===== src/design/rilp_pkg.sv =====
// Shared types, constants and character helpers for the radix integer literal parser.
package rilp_pkg;

   localparam int CHAR_BITS          = 8;
   localparam int RSP_VALUE_BITS     = 64;
   localparam int VALUE_BITS_DEFAULT = 64;
   localparam int RADIX_BITS         = 6;
   localparam int DIGIT_BITS         = 6;

   localparam logic [RADIX_BITS-1:0] RADIX_DEFAULT = RADIX_BITS'(10);
   localparam logic [DIGIT_BITS-1:0] NO_DIGIT      = DIGIT_BITS'(36);
   localparam logic [RADIX_BITS-1:0] NO_PREFIX     = '0;

   localparam logic [CHAR_BITS-1:0] CH_PLUS  = "+";
   localparam logic [CHAR_BITS-1:0] CH_MINUS = "-";
   localparam logic [CHAR_BITS-1:0] CH_ZERO  = "0";

   typedef enum logic [1:0] {
      PH_SIGNS,
      PH_ZERO,
      PH_DIGITS
   } phase_type;

   typedef struct packed {
      logic [CHAR_BITS-1:0] ch;
      logic                 last;
   } item_type;

   function automatic logic [CHAR_BITS-1:0] lower_case(input logic [CHAR_BITS-1:0] c);
      logic [CHAR_BITS-1:0] r;
      r = c;
      if (c inside {["A":"Z"]}) begin
         r = c + CHAR_BITS'(32);
      end
      return r;
   endfunction

   // Expects a lower-case character.
   function automatic logic [DIGIT_BITS-1:0] digit_value(input logic [CHAR_BITS-1:0] c);
      logic [DIGIT_BITS-1:0] d;
      logic [CHAR_BITS-1:0]  t;
      d = NO_DIGIT;
      t = '0;
      if (c inside {["0":"9"]}) begin
         t = c - CH_ZERO;
         d = t[DIGIT_BITS-1:0];
      end else if (c inside {["a":"z"]}) begin
         t = c - CHAR_BITS'("a") + CHAR_BITS'(10);
         d = t[DIGIT_BITS-1:0];
      end
      return d;
   endfunction

   function automatic logic [RADIX_BITS-1:0] prefix_radix(input logic [CHAR_BITS-1:0] c);
      logic [RADIX_BITS-1:0] r;
      case (c)
         "b":     r = RADIX_BITS'(2);
         "s":     r = RADIX_BITS'(6);
         "o":     r = RADIX_BITS'(8);
         "d":     r = RADIX_BITS'(10);
         "z":     r = RADIX_BITS'(12);
         "x":     r = RADIX_BITS'(16);
         "n":     r = RADIX_BITS'(36);
         default: r = NO_PREFIX;
      endcase
      return r;
   endfunction

endpackage


===== src/design/rilp_req_if.sv =====
// Character channel: one character of an atom per item, with a last flag.
interface rilp_req_if
   import rilp_pkg::*;
   ();
   logic                 valid;
   logic                 ready;
   logic [CHAR_BITS-1:0] ch;
   logic                 last;

   modport source (output valid, output ch, output last, input ready);
   modport sink   (input valid, input ch, input last, output ready);
endinterface


===== src/design/rilp_rsp_if.sv =====
// Result channel: one parse result per atom.
interface rilp_rsp_if
   import rilp_pkg::*;
   ();
   logic                             valid;
   logic                             ready;
   logic                             is_number;
   logic signed [RSP_VALUE_BITS-1:0] value;

   modport source (output valid, output is_number, output value, input ready);
   modport sink   (input valid, input is_number, input value, output ready);
endinterface


===== src/design/radix_integer_literal_parser_unit.sv =====
// Radix integer literal parser: characters in, one signed value or failure flag per atom out.
//
// The req channel carries one character of an atom per item, with last set on its final
// character. Leading '+' and '-' signs set the sign, a "0" followed by b, s, o, d, z, x or n
// selects base 2, 6, 8, 10, 12, 16 or 36, and the rest are digits in that base.
// For each item with last set, the rsp channel delivers one item: is_number and the value,
// sign-extended to 64 bits from VALUE_BITS, or is_number low with a zero value.
// Items without last produce nothing on rsp.
// A character is captured in an input register, and then the parse state is updated
// (one multiply of the accumulator by the radix plus the digit) and the result register
// loaded; rsp valid is driven by the result register.
// One character is accepted every cycle, unless a final character waits on a pending result.
// When rsp is stalled with a result pending, the input register still takes characters that
// are not the end of an atom; a second final character waits in the input register, and req
// ready stays low until the pending result is taken.
// Synchronous reset clears both channels and returns the parse state to the sign phase.
module radix_integer_literal_parser_unit
   import rilp_pkg::*;
   #(
   parameter int VALUE_BITS = VALUE_BITS_DEFAULT
   )
   (
   input  logic        clock,
   input  logic        reset,
   rilp_req_if.sink    req_chan,
   rilp_rsp_if.source  rsp_chan
   );

   item_type item;
   logic     item_valid;
   logic     take;

   rilp_in_reg u_in_reg (
      .clock      (clock),
      .reset      (reset),
      .req_chan   (req_chan),
      .take       (take),
      .item       (item),
      .item_valid (item_valid)
   );

   rilp_parse_core #(
      .VALUE_BITS (VALUE_BITS)
   ) u_parse_core (
      .clock      (clock),
      .reset      (reset),
      .item       (item),
      .item_valid (item_valid),
      .take       (take),
      .rsp_chan   (rsp_chan)
   );

endmodule


===== src/design/rilp_in_reg.sv =====
// Input register that captures one character item and holds it until the parser takes it.
module rilp_in_reg
   import rilp_pkg::*;
   (
   input  logic        clock,
   input  logic        reset,
   rilp_req_if.sink    req_chan,
   input  logic        take,
   output item_type    item,
   output logic        item_valid
   );

   item_type item_ff, item_in;
   logic     valid_ff, valid_in;
   logic     load;

   assign req_chan.ready = !valid_ff || take;
   assign load           = req_chan.valid && req_chan.ready;

   always_comb begin
      item_in  = item_ff;
      valid_in = valid_ff;
      if (load) begin
         item_in.ch   = req_chan.ch;
         item_in.last = req_chan.last;
         valid_in     = 1'b1;
      end else if (take) begin
         valid_in = 1'b0;
      end
   end

   always_ff @(posedge clock) begin
      if (reset) begin
         valid_ff <= 1'b0;
      end else begin
         valid_ff <= valid_in;
      end
   end

   always_ff @(posedge clock) begin
      item_ff <= item_in;
   end

   assign item       = item_ff;
   assign item_valid = valid_ff;

endmodule


===== src/design/rilp_parse_core.sv =====
// Parse state, per-character update and the result register.
module rilp_parse_core
   import rilp_pkg::*;
   #(
   parameter int VALUE_BITS = VALUE_BITS_DEFAULT
   )
   (
   input  logic        clock,
   input  logic        reset,
   input  item_type    item,
   input  logic        item_valid,
   output logic        take,
   rilp_rsp_if.source  rsp_chan
   );

   phase_type               phase_ff, phase_in;
   logic                    negative_ff, negative_in;
   logic [RADIX_BITS-1:0]   radix_ff, radix_in;
   logic [VALUE_BITS-1:0]   acc_ff, acc_in;
   logic                    failed_ff, failed_in;
   logic                    seen_ff, seen_in;

   logic                            rsp_valid_ff, rsp_valid_in;
   logic                            is_number_ff, is_number_in;
   logic signed [RSP_VALUE_BITS-1:0] value_ff, value_in;

   logic [CHAR_BITS-1:0]           c;
   logic [DIGIT_BITS-1:0]          digit;
   logic [RADIX_BITS-1:0]          pre_radix;
   logic [RADIX_BITS-1:0]          use_radix;
   logic [VALUE_BITS+RADIX_BITS-1:0] product;
   logic [VALUE_BITS-1:0]          acc_step;
   logic                           digit_ok;

   // Next parse state before the end-of-atom reset.
   phase_type               ph_n;
   logic                    neg_n;
   logic [RADIX_BITS-1:0]   rad_n;
   logic [VALUE_BITS-1:0]   acc_n;
   logic                    fail_n;
   logic                    seen_n;

   logic                    ok;
   logic [VALUE_BITS-1:0]   mag;
   logic [VALUE_BITS-1:0]   signed_val;

   assign take = item_valid && (!item.last || !rsp_valid_ff || rsp_chan.ready);

   assign c         = lower_case(item.ch);
   assign digit     = digit_value(c);
   assign pre_radix = prefix_radix(c);

   // Digits before the prefix decision are always base ten.
   assign use_radix = (phase_ff == PH_DIGITS) ? radix_ff : RADIX_DEFAULT;
   assign product   = acc_ff * use_radix;
   assign acc_step  = product[VALUE_BITS-1:0] + VALUE_BITS'(digit);
   assign digit_ok  = {1'b0, digit} < {1'b0, use_radix};

   // Next-state logic.
   always_comb begin
      ph_n   = phase_ff;
      neg_n  = negative_ff;
      rad_n  = radix_ff;
      acc_n  = acc_ff;
      fail_n = failed_ff;
      seen_n = seen_ff;
      case (phase_ff)
         PH_SIGNS: begin
            if (c == CH_PLUS) begin
               ph_n = PH_SIGNS;
            end else if (c == CH_MINUS) begin
               neg_n = !negative_ff;
            end else if (c == CH_ZERO) begin
               ph_n = PH_ZERO;
            end else begin
               ph_n  = PH_DIGITS;
               rad_n = RADIX_DEFAULT;
               if (digit_ok) begin
                  acc_n  = acc_step;
                  seen_n = 1'b1;
               end else begin
                  fail_n = 1'b1;
               end
            end
         end
         PH_ZERO: begin
            ph_n = PH_DIGITS;
            if (pre_radix != NO_PREFIX) begin
               rad_n = pre_radix;
            end else begin
               // The leading zero was a digit; the accumulator is still zero.
               rad_n  = RADIX_DEFAULT;
               seen_n = 1'b1;
               if (digit_ok) begin
                  acc_n = acc_step;
               end else begin
                  fail_n = 1'b1;
               end
            end
         end
         PH_DIGITS: begin
            if (!failed_ff) begin
               if (digit_ok) begin
                  acc_n  = acc_step;
                  seen_n = 1'b1;
               end else begin
                  fail_n = 1'b1;
               end
            end
         end
         default: begin
            ph_n = PH_SIGNS;
         end
      endcase

      phase_in    = ph_n;
      negative_in = neg_n;
      radix_in    = rad_n;
      acc_in      = acc_n;
      failed_in   = fail_n;
      seen_in     = seen_n;
      if (take && item.last) begin
         phase_in    = PH_SIGNS;
         negative_in = 1'b0;
         radix_in    = RADIX_DEFAULT;
         acc_in      = '0;
         failed_in   = 1'b0;
         seen_in     = 1'b0;
      end else if (!take) begin
         phase_in    = phase_ff;
         negative_in = negative_ff;
         radix_in    = radix_ff;
         acc_in      = acc_ff;
         failed_in   = failed_ff;
         seen_in     = seen_ff;
      end
   end

   // Result logic.
   always_comb begin
      case (ph_n)
         PH_ZERO:   ok = 1'b1;
         PH_DIGITS: ok = !fail_n && seen_n;
         default:   ok = 1'b0;
      endcase
      mag        = (ph_n == PH_ZERO) ? '0 : acc_n;
      signed_val = neg_n ? (VALUE_BITS'(0) - mag) : mag;

      rsp_valid_in = rsp_valid_ff;
      is_number_in = is_number_ff;
      value_in     = value_ff;
      if (rsp_valid_ff && rsp_chan.ready) begin
         rsp_valid_in = 1'b0;
      end
      if (take && item.last) begin
         rsp_valid_in = 1'b1;
         is_number_in = ok;
         value_in     = ok ? RSP_VALUE_BITS'($signed(signed_val)) : '0;
      end
   end

   always_ff @(posedge clock) begin
      if (reset) begin
         phase_ff     <= PH_SIGNS;
         negative_ff  <= 1'b0;
         radix_ff     <= RADIX_DEFAULT;
         acc_ff       <= '0;
         failed_ff    <= 1'b0;
         seen_ff      <= 1'b0;
         rsp_valid_ff <= 1'b0;
      end else begin
         phase_ff     <= phase_in;
         negative_ff  <= negative_in;
         radix_ff     <= radix_in;
         acc_ff       <= acc_in;
         failed_ff    <= failed_in;
         seen_ff      <= seen_in;
         rsp_valid_ff <= rsp_valid_in;
      end
   end

   always_ff @(posedge clock) begin
      is_number_ff <= is_number_in;
      value_ff     <= value_in;
   end

   assign rsp_chan.valid     = rsp_valid_ff;
   assign rsp_chan.is_number = is_number_ff;
   assign rsp_chan.value     = value_ff;

endmodule

===== src/flat_wrapper.sv =====
// flat-port wrapper written by rule: the top's interface ports become plain ports
module radix_integer_literal_parser_unit_flat import rilp_pkg::*;
#(
   parameter int VALUE_BITS = VALUE_BITS_DEFAULT
   )
  (clock, reset, req_chan_valid, req_chan_ch, req_chan_last, req_chan_ready, rsp_chan_valid, rsp_chan_is_number, rsp_chan_value, rsp_chan_ready);
  rilp_req_if req_chan_i ();
  rilp_rsp_if rsp_chan_i ();
  input  logic clock;
  input  logic reset;
  input wire logic [$bits(req_chan_i.valid)-1:0] req_chan_valid;
  input wire logic [$bits(req_chan_i.ch)-1:0] req_chan_ch;
  input wire logic [$bits(req_chan_i.last)-1:0] req_chan_last;
  output wire logic [$bits(req_chan_i.ready)-1:0] req_chan_ready;
  output wire logic [$bits(rsp_chan_i.valid)-1:0] rsp_chan_valid;
  output wire logic [$bits(rsp_chan_i.is_number)-1:0] rsp_chan_is_number;
  output wire logic [$bits(rsp_chan_i.value)-1:0] rsp_chan_value;
  input wire logic [$bits(rsp_chan_i.ready)-1:0] rsp_chan_ready;
  assign req_chan_i.valid = req_chan_valid;
  assign req_chan_i.ch = req_chan_ch;
  assign req_chan_i.last = req_chan_last;
  assign req_chan_ready = req_chan_i.ready;
  assign rsp_chan_valid = rsp_chan_i.valid;
  assign rsp_chan_is_number = rsp_chan_i.is_number;
  assign rsp_chan_value = rsp_chan_i.value;
  assign rsp_chan_i.ready = rsp_chan_ready;
  radix_integer_literal_parser_unit #(.VALUE_BITS(VALUE_BITS)) u_core (.clock(clock), .reset(reset), .req_chan(req_chan_i), .rsp_chan(rsp_chan_i));
endmodule

===== config.mk =====
export PLATFORM = sky130hd
export DESIGN_NAME = radix_integer_literal_parser_unit_flat
export DESIGN_NICKNAME = d
export VERILOG_FILES = /design/src/design/rilp_pkg.sv /design/src/design/rilp_req_if.sv /design/src/design/rilp_rsp_if.sv /design/src/design/radix_integer_literal_parser_unit.sv /design/src/design/rilp_in_reg.sv /design/src/design/rilp_parse_core.sv /design/src/flat_wrapper.sv
export SDC_FILE = /design/constraint.sdc
export NUM_CORES = 1
export LEC_CHECK = 0
export ABC_AREA = 1
export BUFFER_PORTS_ARGS = -buffer_cell sky130_fd_sc_hd__buf_2
export CAP_MARGIN = 15
export CORE_AREA = 2 2 379 193
export CTS_CLUSTER_DIAMETER = 120
export CTS_CLUSTER_SIZE = 10
export DETAILED_ROUTE_END_ITERATION = 7
export DIE_AREA = 0 0 381 195
export GPL_TIMING_DRIVEN = 0
export PLACE_DENSITY_LB_ADDON = 0.15
export REMOVE_ABC_BUFFERS = 1
export SYNTH_ARGS = -nofsm -noshare
export SYNTH_HDL_FRONTEND = slang
export SYNTH_HIERARCHICAL = 1
export SYNTH_SLANG_ARGS = --single-unit

===== constraint.sdc =====
create_clock -name clock -period 7.3 [get_ports clock]
set_clock_uncertainty 0.1 [all_clocks]
set_input_delay 1.46 -clock clock [delete_from_list [all_inputs] [get_ports clock]]
set_output_delay 1.46 -clock clock [all_outputs]
set_load 0.02 [all_outputs]

==> impl_metrics.yaml <==
run_status:
  outcome: "complete, no violations"
timing:
  maxSlewViolCount: 0
  layout_setup_ws_ns: 0.295
  maxClockFrequency_mhz: 143
  max_slew.worst_pin.slew_ns: 1.02
  slew_headroom: 0.322
  period_needed_ns: 7.01
  finalHoldViolations: 0
  min_period_over_period: 0.960
  setup-violations-final: 0
  fin_tns_setup_ns: 0
floorplanning:
  die_area_um2: 74300
  dieHeight_um: 195
  core-area_um2: 70600
  num_rows: 69
  die_w_um: 381
  initial_core_util: 0.299
  io_pins: 80
clock_network:
  cts_sinks: 150
  cts_max_level: 4
  cts-root-buf: "clkbuf_16"
  clkLatencyLatePin_ns: 0.52
  cts_buffers: 17
  clk_pin_slew_ns: 0.07
  clockBufferDepth: 2
  cts_tree: "yes"
pwr:
  power_uw: 3560
  vdd_ir_drop_max_mv: 0.105
  p_leak_uw: 0.0121
  p_per_area_nw_per_um2: 148
run:
  maxCapViolCount: 0
finish:
  n_fill_cell: 7793
  area_growth_pct: 13.3
  fin_nets: 3522
  final-seq-area_um2: 3740
  multi_input_area_um2: 15500
  stdcell_count: 4099
  drive_above_1_share: 0.115
worst_setup_path:
  cp.arrival_ns: 7.17
  cpLargestDelayFamily: "adder cells"
  crit_start: "u_core/u_parse_core/phase_ff[0]$_SDFFE_PP0P_"
  crit_path_frequent_cell: "nand2_1"
  worstSetupPathType: "register to register"
  cpPeakStageDelay_ns: 0.52
  worstPathMaxFanout: 29
  cp.required_ns: 7.47
  r2r_start: "u_core/u_parse_core/phase_ff[0]$_SDFFE_PP0P_"
  crit_slowest_cell: "o21ai_1"
  cp-end-kind: "register"
  worst-path-buf-inv: 6
  setup.worst_path.start_class: "register"
yosys:
  syn_avg_cell_area_um2: 6.88
  synth.largest_area_cell: "fa_1"
  ys_top_cells_by_area: "fa_1 (17%), nand2_1 (13%), ha_1 (12%), edfxtp_1 (11%), inv_1 (9.2%)"
  yosys_warnings: 6
  seq_area_frac_synth: 0.177
  synth_cell_types: 51
  async_reset_ff_frac: 0
  synthFlopType: "dfxtp_1"
  synth_edf_count: 74
  ys_ff_latch: 150
  netlist_area_um2: 21100
  synth_top_area_frac: 0.169
  synthCells: 3073
detailed_routing:
  num_vias: 19800
  viasPerCell: 4.83
  dr.first_iter.drc_count: 1431
  first_pass_iters: 6
  finalWirelength_um: 73000
  drt.antenna.violating_nets: 0
  drc: 0
  avgRoutedWirePerCell_um: 17.8
place:
  gp_congestion: 0.922
  placed_cells: 4036
  port_buffers: 79
  dp_hpwl_um: 59000
  place_ws_ns: -1.60
grt:
  grt_usage: 0.197
  grt_max_degree: 69
  antenna_found_initial: 2
  grt_remaining_overflow: 0
  grt_pass1_vias: 19700
  grt_pass1_wl_um: 113000
hold_path:
  hold_path.class: "register to register"
  min_from: "u_core/u_parse_core/radix_ff[4]$_SDFFE_PP0P_"
-- worst paths after layout --
| path | end | slack, ns | depth (start not counted) |
|---|---|---|---|
| setup / recovery | u_core/u_parse_core/rsp_chan.value[61]$_SDFFCE_PN0P_ | 0.29 | 31 |
| hold / removal | u_core/u_parse_core/radix_ff[4]$_SDFFE_PP0P_ | 0.40 | 2 |
| setup reg to reg | u_core/u_parse_core/rsp_chan.value[61]$_SDFFCE_PN0P_ | 0.29 | 31 |
| hold reg to reg | u_core/u_parse_core/radix_ff[4]$_SDFFE_PP0P_ | 0.40 | 2 |
-- final cells by class --
| cell class | count | area share |
|---|---|---|
| Clock buffer | 17 | 0.0178 |
| Timing Repair Buffer | 118 | 0.0371 |
| Antenna cell | 2 | 0.000209 |
| Clock inverter | 15 | 0.00757 |
| Inverter | 530 | 0.0851 |
| Timing Repair inverter | 2 | 0.000731 |
| Tap cell | 958 | 0.0500 |
| Sequential cell | 150 | 0.156 |
| Multi-Input combinational cell | 2307 | 0.645 |
-- worst register-to-register path: cells and delay by family, from the launching register on --
kind	cells	cell delay, ns
AOI/OAI and AO/OA	7	2.17
adders and majority gates	6	2.24
buffers and inverters	6	0.74
DFF	1	0.38
and+or+nand+nor	12	1.15
-- what timing repair did --
action | 4_1_cts | 5_1_grt
resized for setup | 70 | 62
buffers inserted | 5 | 19
endpoints found under the hold margin | 0 | 0
endpoints found under the setup margin | 80 | 46
hold buffers | 0 | 0
pin swaps | 3 | 8
cloned | 1 | 3
-- report_power, final --
group	internal, uW	switching [uW]
Sequential	933	44.2
Combinational	493	1090
Clock	519	476
Total	1940	1610
-- layer usage --
| layer | up-vias | share of wire | global-route usage |
|---|---|---|---|
| met4 | 0 | 0.014 | 0.0502 |
| met3 | 48 | 0.059 | 0.0365 |
| met5 | - | 0 | 0 |
| met2 | 398 | 0.40 | 0.279 |
| li1 | 9868 | - | - |
| met1 | 9493 | 0.53 | 0.303 |
-- stage by stage --
stage                     utilization  cell area, um2  hold slack, ns
after floorplan                     -           20700           0.343
after global placement          0.316           22300           0.359
after detailed placement        0.321           22600           0.366
after CTS                       0.333           23500           0.377
after global routing            0.339           23900           0.436
final                           0.339           24000           0.399
-- placed cells by master (no fill, tap or decap), types with 13 or more instances in the layout --
cell,count
nand2_2,42
o21ai_2,38
xnor2_1,13
dfxtp_1,75
inv_2,13
o21ai_0,152
edfxtp_1,74
nand3_1,101
buf_4,24
or2_2,23
nand2_4,13
a21oi_1,193
fa_1,178
ha_1,202
buf_2,79
xor2_1,26
nor3_1,18
nand4_1,31
nor2_1,381
nand2_1,696
o21ai_1,60
inv_1,510
nor2_2,20
clkbuf_16,17
-- cells by family after synthesis --
kind of cell,synth area share
xor gates and xnor gates,0.0166
adders and majority gates,0.290
AOI/OAI and AO/OA,0.134
and+or+nand+nor,0.269
DFF,0.177
buffers and inverters,0.114
-- flip-flops by register name (all words and copies together) (netlist names), 2 cells and up --
| name | cells |
|---|---|
| u_core/u_in_reg/item | 9 |
| u_core/u_parse_core/phase_ff | 2 |
| u_core/u_parse_core/rsp_chan.value | 64 |
| u_core/u_parse_core/radix_ff | 5 |
| u_core/u_parse_core/acc_ff | 64 |
-- cells in the mapped netlist (9+ instances only) --
master / count
a31oi_1: 13
inv_1: 519
nand4_1: 31
nor2_1: 392
inv_2: 9
o21ai_1: 70
nand2_1: 717
nand3_1: 102
o21ai_2: 16
xor2_1: 27
o21ai_0: 167
ha_1: 205
a21oi_1: 207
fa_1: 178
dfxtp_1: 76
nand2_2: 31
clkbuf_1: 67
nor2_2: 11
nand3_2: 10
edfxtp_1: 74
xnor2_1: 13
o21a_1: 11
nor3_1: 18
or2_2: 23
Note: power is estimated with default switching activity, not from simulation.
